$ cat src/hdl/assert_macros.svh
// ----------------------------------------------------------------------------
// assert_macros.svh
// shared concurrent assertion macros
// ----------------------------------------------------------------------------
`ifndef ASSERT_MACROS_SVH
`define ASSERT_MACROS_SVH

// property must hold at every edge outside reset
`define ASSERT_ALWAYS(lbl, clk, rst, prop) \
  lbl: assert property (@(posedge clk) disable iff (rst) (prop)) \
    else $error("assertion failed");

// consequent must hold in the cycle after the antecedent
`define ASSERT_NEXT(lbl, clk, rst, ante, cons) \
  lbl: assert property (@(posedge clk) disable iff (rst) (ante) |=> (cons)) \
    else $error("assertion failed");

`endif

$ cat src/hdl/b2dt_pkg.sv
// ----------------------------------------------------------------------------
// b2dt_pkg
// types, constants and the power-of-two digit table for decimal text
// ----------------------------------------------------------------------------
package b2dt_pkg;

  localparam int DigitCount = 5;
  localparam int BitCount   = 16;
  localparam int BitIdxW    = $clog2(BitCount);
  localparam int PosW       = $clog2(DigitCount);

  localparam logic [5:0] AsciiZero  = 6'h30;
  localparam logic [5:0] AsciiSpace = 6'h20;

  typedef logic [3:0] bcd_t;
  // index 0 is the most significant digit
  typedef bcd_t [0:DigitCount-1] text_t;

  typedef enum logic [1:0] {
    S_IDLE,
    S_ADD,
    S_STRIP,
    S_EMIT
  } state_t;

  // decimal digits of 2**b, packed bcd reads like the decimal number
  function automatic text_t pow2_digits(logic [BitIdxW-1:0] b);
    text_t d;
    case (b)
      4'd0:    d = 20'h00001;
      4'd1:    d = 20'h00002;
      4'd2:    d = 20'h00004;
      4'd3:    d = 20'h00008;
      4'd4:    d = 20'h00016;
      4'd5:    d = 20'h00032;
      4'd6:    d = 20'h00064;
      4'd7:    d = 20'h00128;
      4'd8:    d = 20'h00256;
      4'd9:    d = 20'h00512;
      4'd10:   d = 20'h01024;
      4'd11:   d = 20'h02048;
      4'd12:   d = 20'h04096;
      4'd13:   d = 20'h08192;
      4'd14:   d = 20'h16384;
      4'd15:   d = 20'h32768;
      default: d = '0;
    endcase
    return d;
  endfunction

endpackage

$ cat src/hdl/binary_to_decimal_text_top.sv
// sequence: accept in idle, one bit step per value bit, strip steps (one per leading zero plus a check)
// one item at a time: a new value is accepted only after the last character of the previous one is taken
// the bit loop runs over the shared bcd adder, one value bit per cycle
// reset: rst (synchronous) returns the sequencer to idle; no data is cleared
// ----------------------------------------------------------------------------
// binary_to_decimal_text_top
// 16-bit unsigned value to five ascii characters with leading zero removal
// ----------------------------------------------------------------------------
`include "assert_macros.svh"

module binary_to_decimal_text_top (
  input  logic        clk,
  input  logic        rst,
  input  logic        in_valid,
  output logic        in_ready,
  input  logic [15:0] base_address,
  input  logic [15:0] value,
  output logic        out_valid,
  input  logic        out_ready,
  output logic [15:0] write_address,
  output logic [5:0]  character,
  output logic        last_char
);
  import b2dt_pkg::*;

  state_t              state, state_next;
  logic [15:0]         base, base_next;
  logic [15:0]         val, val_next;
  text_t               acc, acc_next;
  logic [BitIdxW-1:0]  bit_idx, bit_idx_next;
  logic [PosW-1:0]     pad, pad_next;
  logic [PosW-1:0]     pos, pos_next;
  text_t               addend;
  text_t               sum;
  logic                in_digits;

  assign addend = pow2_digits(bit_idx);

  b2dt_bcd_add u_add (
    .a   (acc),
    .b   (addend),
    .sum (sum)
  );

  always_ff @(posedge clk) begin
    if (rst) begin
      state   <= S_IDLE;
      bit_idx <= '0;
      pad     <= '0;
      pos     <= '0;
    end else begin
      state   <= state_next;
      bit_idx <= bit_idx_next;
      pad     <= pad_next;
      pos     <= pos_next;
    end
  end

  always_ff @(posedge clk) begin
    base <= base_next;
    val  <= val_next;
    acc  <= acc_next;
  end

  // digits fill the front, spaces the back
  assign in_digits = ({1'b0, pos} + {1'b0, pad}) < (PosW + 1)'(DigitCount);

  always_comb begin
    state_next   = state;
    base_next    = base;
    val_next     = val;
    acc_next     = acc;
    bit_idx_next = bit_idx;
    pad_next     = pad;
    pos_next     = pos;
    in_ready     = 1'b0;
    out_valid    = 1'b0;
    case (state)
      S_IDLE: begin
        in_ready = 1'b1;
        if (in_valid) begin
          base_next    = base_address;
          val_next     = value;
          acc_next     = '0;
          bit_idx_next = '0;
          pad_next     = '0;
          state_next   = S_ADD;
        end
      end
      S_ADD: begin
        if (val[bit_idx]) begin
          acc_next = sum;
        end
        bit_idx_next = bit_idx + 1'b1;
        if (bit_idx == BitIdxW'(BitCount - 1)) begin
          state_next = S_STRIP;
        end
      end
      S_STRIP: begin
        if (pad < PosW'(DigitCount - 1) && acc[0] == 4'd0) begin
          for (int k = 0; k < DigitCount - 1; k++) begin
            acc_next[k] = acc[k + 1];
          end
          acc_next[DigitCount - 1] = 4'd0;
          pad_next = pad + 1'b1;
        end else begin
          pos_next   = '0;
          state_next = S_EMIT;
        end
      end
      S_EMIT: begin
        out_valid = 1'b1;
        if (out_ready) begin
          pos_next = pos + 1'b1;
          if (pos == PosW'(DigitCount - 1)) begin
            state_next = S_IDLE;
          end
        end
      end
      default: begin
        state_next = S_IDLE;
      end
    endcase
  end

  assign write_address = base + 16'(pos);
  assign character     = in_digits ? (AsciiZero | {2'b00, acc[pos]}) : AsciiSpace;
  assign last_char     = (pos == PosW'(DigitCount - 1));

  `ASSERT_ALWAYS(a_no_overlap, clk, rst, !(in_ready && out_valid))
  `ASSERT_NEXT(a_start_add, clk, rst, in_valid && in_ready, state == S_ADD && bit_idx == '0)
  `ASSERT_NEXT(a_last_frees, clk, rst, out_valid && out_ready && last_char, in_ready)
  `ASSERT_ALWAYS(a_pad_range, clk, rst, !out_valid || pad <= PosW'(DigitCount - 1))
  `ASSERT_ALWAYS(a_first_digit, clk, rst, !out_valid || acc[0] != 4'd0 || pad == PosW'(DigitCount - 1))

endmodule

$ cat src/hdl/b2dt_bcd_add.sv
// ----------------------------------------------------------------------------
// b2dt_bcd_add
// five-digit bcd adder with digit-to-digit carry, carry out of the top dropped
// ----------------------------------------------------------------------------
module b2dt_bcd_add (
  input  b2dt_pkg::text_t a,
  input  b2dt_pkg::text_t b,
  output b2dt_pkg::text_t sum
);
  import b2dt_pkg::*;

  always_comb begin
    logic       carry;
    logic [4:0] s;
    carry = 1'b0;
    s     = '0;
    sum   = '0;
    for (int d = DigitCount - 1; d >= 0; d--) begin
      s = {1'b0, a[d]} + {1'b0, b[d]} + {4'b0, carry};
      if (s > 5'd9) begin
        s     = s - 5'd10;
        carry = 1'b1;
      end else begin
        carry = 1'b0;
      end
      sum[d] = s[3:0];
    end
  end

endmodule

$ cat config.mk
export PLATFORM = sky130hd
export DESIGN_NAME = binary_to_decimal_text_top
export DESIGN_NICKNAME = d
export VERILOG_FILES = /design/src/hdl/b2dt_pkg.sv /design/src/hdl/binary_to_decimal_text_top.sv /design/src/hdl/b2dt_bcd_add.sv
export VERILOG_INCLUDE_DIRS = /design/src /design/src/hdl
export SDC_FILE = /design/constraint.sdc
export NUM_CORES = 1
export LEC_CHECK = 0
export ABC_AREA = 1
export BUFFER_PORTS_ARGS = -buffer_cell sky130_fd_sc_hd__buf_4
export CAP_MARGIN = 30
export CORE_MARGIN = 4
export CORE_UTILIZATION = 63
export DETAILED_ROUTE_END_ITERATION = 10
export PLACE_DENSITY = 0.94
export SLEW_MARGIN = 20
export SYNTH_ARGS = -nofsm -noshare
export SYNTH_HDL_FRONTEND = slang
export SYNTH_SLANG_ARGS = --single-unit
$ cat constraint.sdc
create_clock -name clk -period 15 [get_ports clk]
set_input_delay 3 -clock clk [delete_from_list [all_inputs] [get_ports clk]]
set_output_delay 3 -clock clk [all_outputs]
set_load 0.02 [all_outputs]
# Word level (Yosys, flattened, before mapping)
# Memories as Yosys holds them, arrays and structs flattened. A register that Yosys moved wholly into a read port is not among the register bits.
# Cells that the tools add are included.
# word_totals
out_inout_bits	25
ram_bits	0
romBits	272
regBits	64
elab_cells	103
in_bits	36
mem_count	1
latchBits	0
# mem_list
name	words	word_bits	read_ports	rd_clocked_by_memory_dff	write_ports	line_no	rtl
(name not given)	16	17	1	1	0	b2dt_pkg.sv:29	case (b)
# op_classes
n_div	0
mul	0
bitwise	1
n_eq_ne	12
addsub	19
n_lt_le_gt_ge	9
shift	0
reduce_logical	13
mux	37
# ops
cell	count
$mux 20	3
$pmux 20 s3	1
$mux 4	10
$add 4x4->5	5
$gt 5x4->1 const B	5
$add 5x1->5	4
$sub 4x4->4 const B	5
$add 16x3->16	1
$ne 2x2->1 const B	7
$bmux 4 s3	1
$mux 3	4
$pmux 3 s2	2
$mux 2	5
$pmux 2 s4	1
$pmux 4 s2	1
$mux 1	7
$add 3x1->3 const B	2
$reduce_and 3->1	2
$reduce_bool 2->1	3
$lt 4x5->1 const B	1
$mux 5	1
$reduce_and 5->1	1
$add 3x3->4	1
$add 4x1->4 const B	1
other kinds (15)	17

# Depth between registers and ports, before layout
# logic_depth
ltp_word	17
ltp_mapped	47
ltp_nobuf	47

# By module
# From an unflattened synthesis, not the netlist that was laid out.
# unflattened
hier_cells	720
hier_area_um2	5567.8
# by_module_without_submodules
mod	seq_area_each_um2	area_per_inst_um2	instances	cells_per_inst
binary_to_decimal_text_top	2142.1	4078.9	1	466
b2dt_bcd_add	0.0	1488.9	1	254

# Least setup slack after synthesis
# No wires, ideal clock.
# synth_path
kind	reg-to-reg
startpoint	reg acc[0] (netlist name)
endpoint	reg acc[17] (netlist name) (data pin)
path_buffers	0
stages_incl_launch_ff	46
synth_period_minus_slack_ps	7666
setup_ps	254
t_required_ps	14746
setup_slack_ps	7334
arrival_ps	7412
path_cell_list	edfxtp_1 -> ha_1 -> fa_1 -> xnor2_1 -> ha_1 -> nand2_1 -> nand3_1 -> nand2_1 -> fa_1 -> fa_1 -> xnor2_1 -> ha_1 -> inv_1 -> nor2_1 -> a21oi_1 -> nand2_1 -> nand2_1 -> fa_1 -> [10 not listed] -> nand2_1 -> nand3_1 -> nand2_1 -> inv_1 -> fa_1 -> inv_1 -> fa_1 -> inv_1 -> nand2_1 -> nand2_1 -> inv_1 -> ha_1 -> nand2_1 -> nand2_1 -> o21ai_0 -> nand2_1 -> nand3_1 -> nand2_1
# synth_rtl
item	line_no	rtl
from (decl)	binary_to_decimal_text_top.sv:29	text_t acc, acc_next;
from (signal assigned)	binary_to_decimal_text_top.sv:62	acc <= acc_next;

==> impl_metrics.yaml <==
logic_synthesis:
  synth_cell_types: 40
  synth_edf_count: 52
  ys_seq_area_share_pct: 43.1
  syn_area_um2: 4970
  synth_fp_nets: 673
  synth_top_flop_cell: "edfxtp_1"
  yosys_warnings: 0
  async_flop_share_pct: 0
  ys_ff_latch: 81
  synth.avg_cell_area_um2: 8.44
  synthCells: 589
die:
  core_area_um2: 7690
  die-height_um: 96.8
  ioPinCount: 61
  dieWidth_um: 96.8
  start_util_pct: 64.6
  rows: 32
  die_area_um2: 9370
timing:
  period_minus_slack_ns: 8.81
  slew_violations: 0
  setup_ws_ns: 6.19
  rsz0062_at_grt: "false"
  clock_skew_ns: 0.0140
  final-setup-viol-count: 0
  period_share_pct: 58.7
  hold_viol_final: 0
  fmax_mhz: 114
  tightest_slew_ns: 0.595
  slew_headroom_pct: 60.2
  fin_setup_tns_ns: 0
global_route:
  track_usage_pct: 26.9
  antenna_found_initial: 0
  grt.overflow.total: 0
  grt_pass1_wl_um: 20700
  grt_max_degree: 29
  grt_pass1_vias: 4404
placed_design:
  dpl.hpwl_um: 8810
  numPortBuffers: 59
  routabilityCongestion: 0.925
  dp_slack_ns: 6.39
route:
  vias: 4450
  post_drt_wl_per_cell_um: 16.2
  drt_iter0_drc: 386
  drc_errors: 0
  routed_wl_um: 12300
  drt_pass1_iterations: 5
  drt-vias-per-instance: 5.86
  ant_nets: 0
critical_path:
  slowest_delay_ns: 0.45
  crit_top_cell: "nand2_1"
  critPathKind: "reg2reg"
  crit-reg2reg-capture: "acc[17]$_DFFE_PP_"
  critPathSlowestCell: "fa_1"
  crit_family: "adder cells"
  reg2reg_slack_ns: 6.19
  rr_worst_depth: 45
  rr_startpoint: "acc[0]$_DFFE_PP_"
  arrival_ns: 8.95
  critPathBufInv: 7
  start_kind: "register"
  cp-end-kind: "register"
  required_ns: 15.14
  worstPathMaxFanout: 5
power_and_ir_drop:
  power_frac_comb_pct: 49.1
  vdd_ir_drop_max_mv: 0.101
  seqPwrFrac_pct: 35.4
  p_per_area_nw_per_um2: 180
  power_leakage_nw: 2.74
  pwr-share-clk_pct: 15.5
  switchingPower_mw: 0.473
  sw_frac_of_total_pct: 46.1
  internal_power_mw: 0.554
run:
  max_cap_violations: 0
finish:
  area_growth_pct: 14.7
  layout_common_cells: "nand2_1, inv_1, buf_4"
  layout_commonest_cell: "nand2_1"
  n_fill_cell: 512
  nNetsFinal: 737
  n_antenna_cell: 0
  layout-drive-gt1-share_pct: 14.3
clock_network:
  hold_buffers: 0
  clk_path_buf_depth: 2
  cts_tree: "built"
  clk_pin_slew_worst_paths_ns: 0.10
  cts_resized: 0
  worstSkewPairLatency_ns: 0.37
  clock-sinks: 81
  clockRootBuffer: "clkbuf_8"
  cts_max_level: 3
  post_cts_buffers: 0
  cts_made_buffers: 9
hold_path:
  worstHoldStart: "pad[2]$_SDFFE_PP0P_"
  hold_path_depth: 2
  hold_end: "pad[2]$_SDFFE_PP0P_"
  min_path_type: "reg2reg"
outcome:
  outcome: "complete, no violations"
## Yosys cell counts, types with 3 or more instances
master | n | area, um^2
nor2_1 | 52 | 195
a211oi_1 | 4 | 30.0
edfxtp_1 | 52 | 1560
o211ai_1 | 3 | 22.5
clkbuf_1 | 4 | 15.0
nand3_2 | 3 | 30.0
ha_1 | 37 | 463
a21oi_1 | 30 | 150
xor2_1 | 11 | 96.3
inv_1 | 79 | 297
nor3_1 | 8 | 40.0
dfxtp_1 | 29 | 581
o21ai_0 | 36 | 180
xnor2_1 | 9 | 78.8
nand2_1 | 133 | 499
fa_1 | 11 | 220
nand3_1 | 56 | 280
## per-layer routing
| layer | vias to the layer above | wire, um | GRT usage (%) |
|---|---|---|---|
| li1 | 2066 | - | - |
| met1 | 2088 | 4650 | 32.6 |
| met2 | 249 | 6250 | 47.1 |
| met3 | 47 | 1020 | 5.26 |
| met4 | 0 | 389 | 10.4 |
| met5 | - | 0 | 0 |
## cells by family (layout without fill, tap and decap cells)
family                   Yosys count  in the layout  synth area share (%)
AO/OA/AOI/OAI                     83             83                  9.11
AND/OR/NAND/NOR                  264            264                  23.1
other                              1              1                0.0755
buffers and inverters             92            161                  7.30
flip-flops                        81             81                  43.1
adder cells (fa/ha/maj)           48             48                  13.7
XOR/XNOR                          20             20                  3.52
## flip-flops by register name (all words and copies together), names as in the netlist
register  cells
acc          20
addend       17
base         16
val          16
bit_idx       4
pad           3
pos           3
state         2
## layout make-up
type / instances / area (um^2) / share of cell area [%]
clock buffers: 9 / 124 / 2.17
multi-input cells: 416 / 2460 / 43.2
well taps: 102 / 128 / 2.24
inverters: 84 / 318 / 5.58
clock inverters: 7 / 66.3 / 1.16
repair buffers: 61 / 458 / 8.03
flip-flops and latches: 81 / 2140 / 37.6
## through the flow
step | area [um^2] | hold slack (ns) | utilization, % | cells | power (mW)
CTS | 5700 | 0.504 | 74.2 | 760 | 1.01
global route | 5700 | 0.525 | 74.2 | 760 | 1.10
global placement | 5510 | 0.467 | 71.7 | 744 | 0.812
detailed placement | 5510 | 0.490 | 71.7 | 744 | 0.850
finish | 5700 | 0.510 | 74.2 | 760 | 1.03
floorplan | 4970 | 0.451 | - | 589 | 0.708
## power groups by stage
| stage | logic (mW) | clock network, mW | registers (mW) |
|---|---|---|---|
| 2_1_floorplan | 0.358 | 0 | 0.350 |
| 3_3_place_gp | 0.449 | 0 | 0.363 |
| 3_5_place_dp | 0.484 | 0 | 0.366 |
| 4_1_cts | 0.492 | 0.159 | 0.363 |
| 5_1_grt | 0.561 | 0.170 | 0.371 |
| 6_report | 0.504 | 0.160 | 0.363 |
## worst register-to-register path: cells and delay by family, from the launching register on
family,cells,cell delay [ns]
xor+xnor,4,1.17
compound gates,2,0.28
simple gates,19,2.00
fa+ha+maj,13,4.20
flops,1,0.43
buf+inv,7,0.49
## worst max-delay path by stage
stage / from / endpoint / slack (ns) / cells past startpoint
after floorplan: acc[0]$_DFFE_PP_ / acc[17]$_DFFE_PP_ / 7.33 / 45
final: acc[0]$_DFFE_PP_ / acc[17]$_DFFE_PP_ / 6.19 / 45
after global placement: acc[0]$_DFFE_PP_ / acc[17]$_DFFE_PP_ / 7.01 / 45
after detailed placement: acc[0]$_DFFE_PP_ / acc[17]$_DFFE_PP_ / 6.39 / 45
after global routing: acc[0]$_DFFE_PP_ / acc[17]$_DFFE_PP_ / 5.55 / 45
after CTS: acc[0]$_DFFE_PP_ / acc[17]$_DFFE_PP_ / 6.38 / 45
Power figures use the tool's default switching activity.
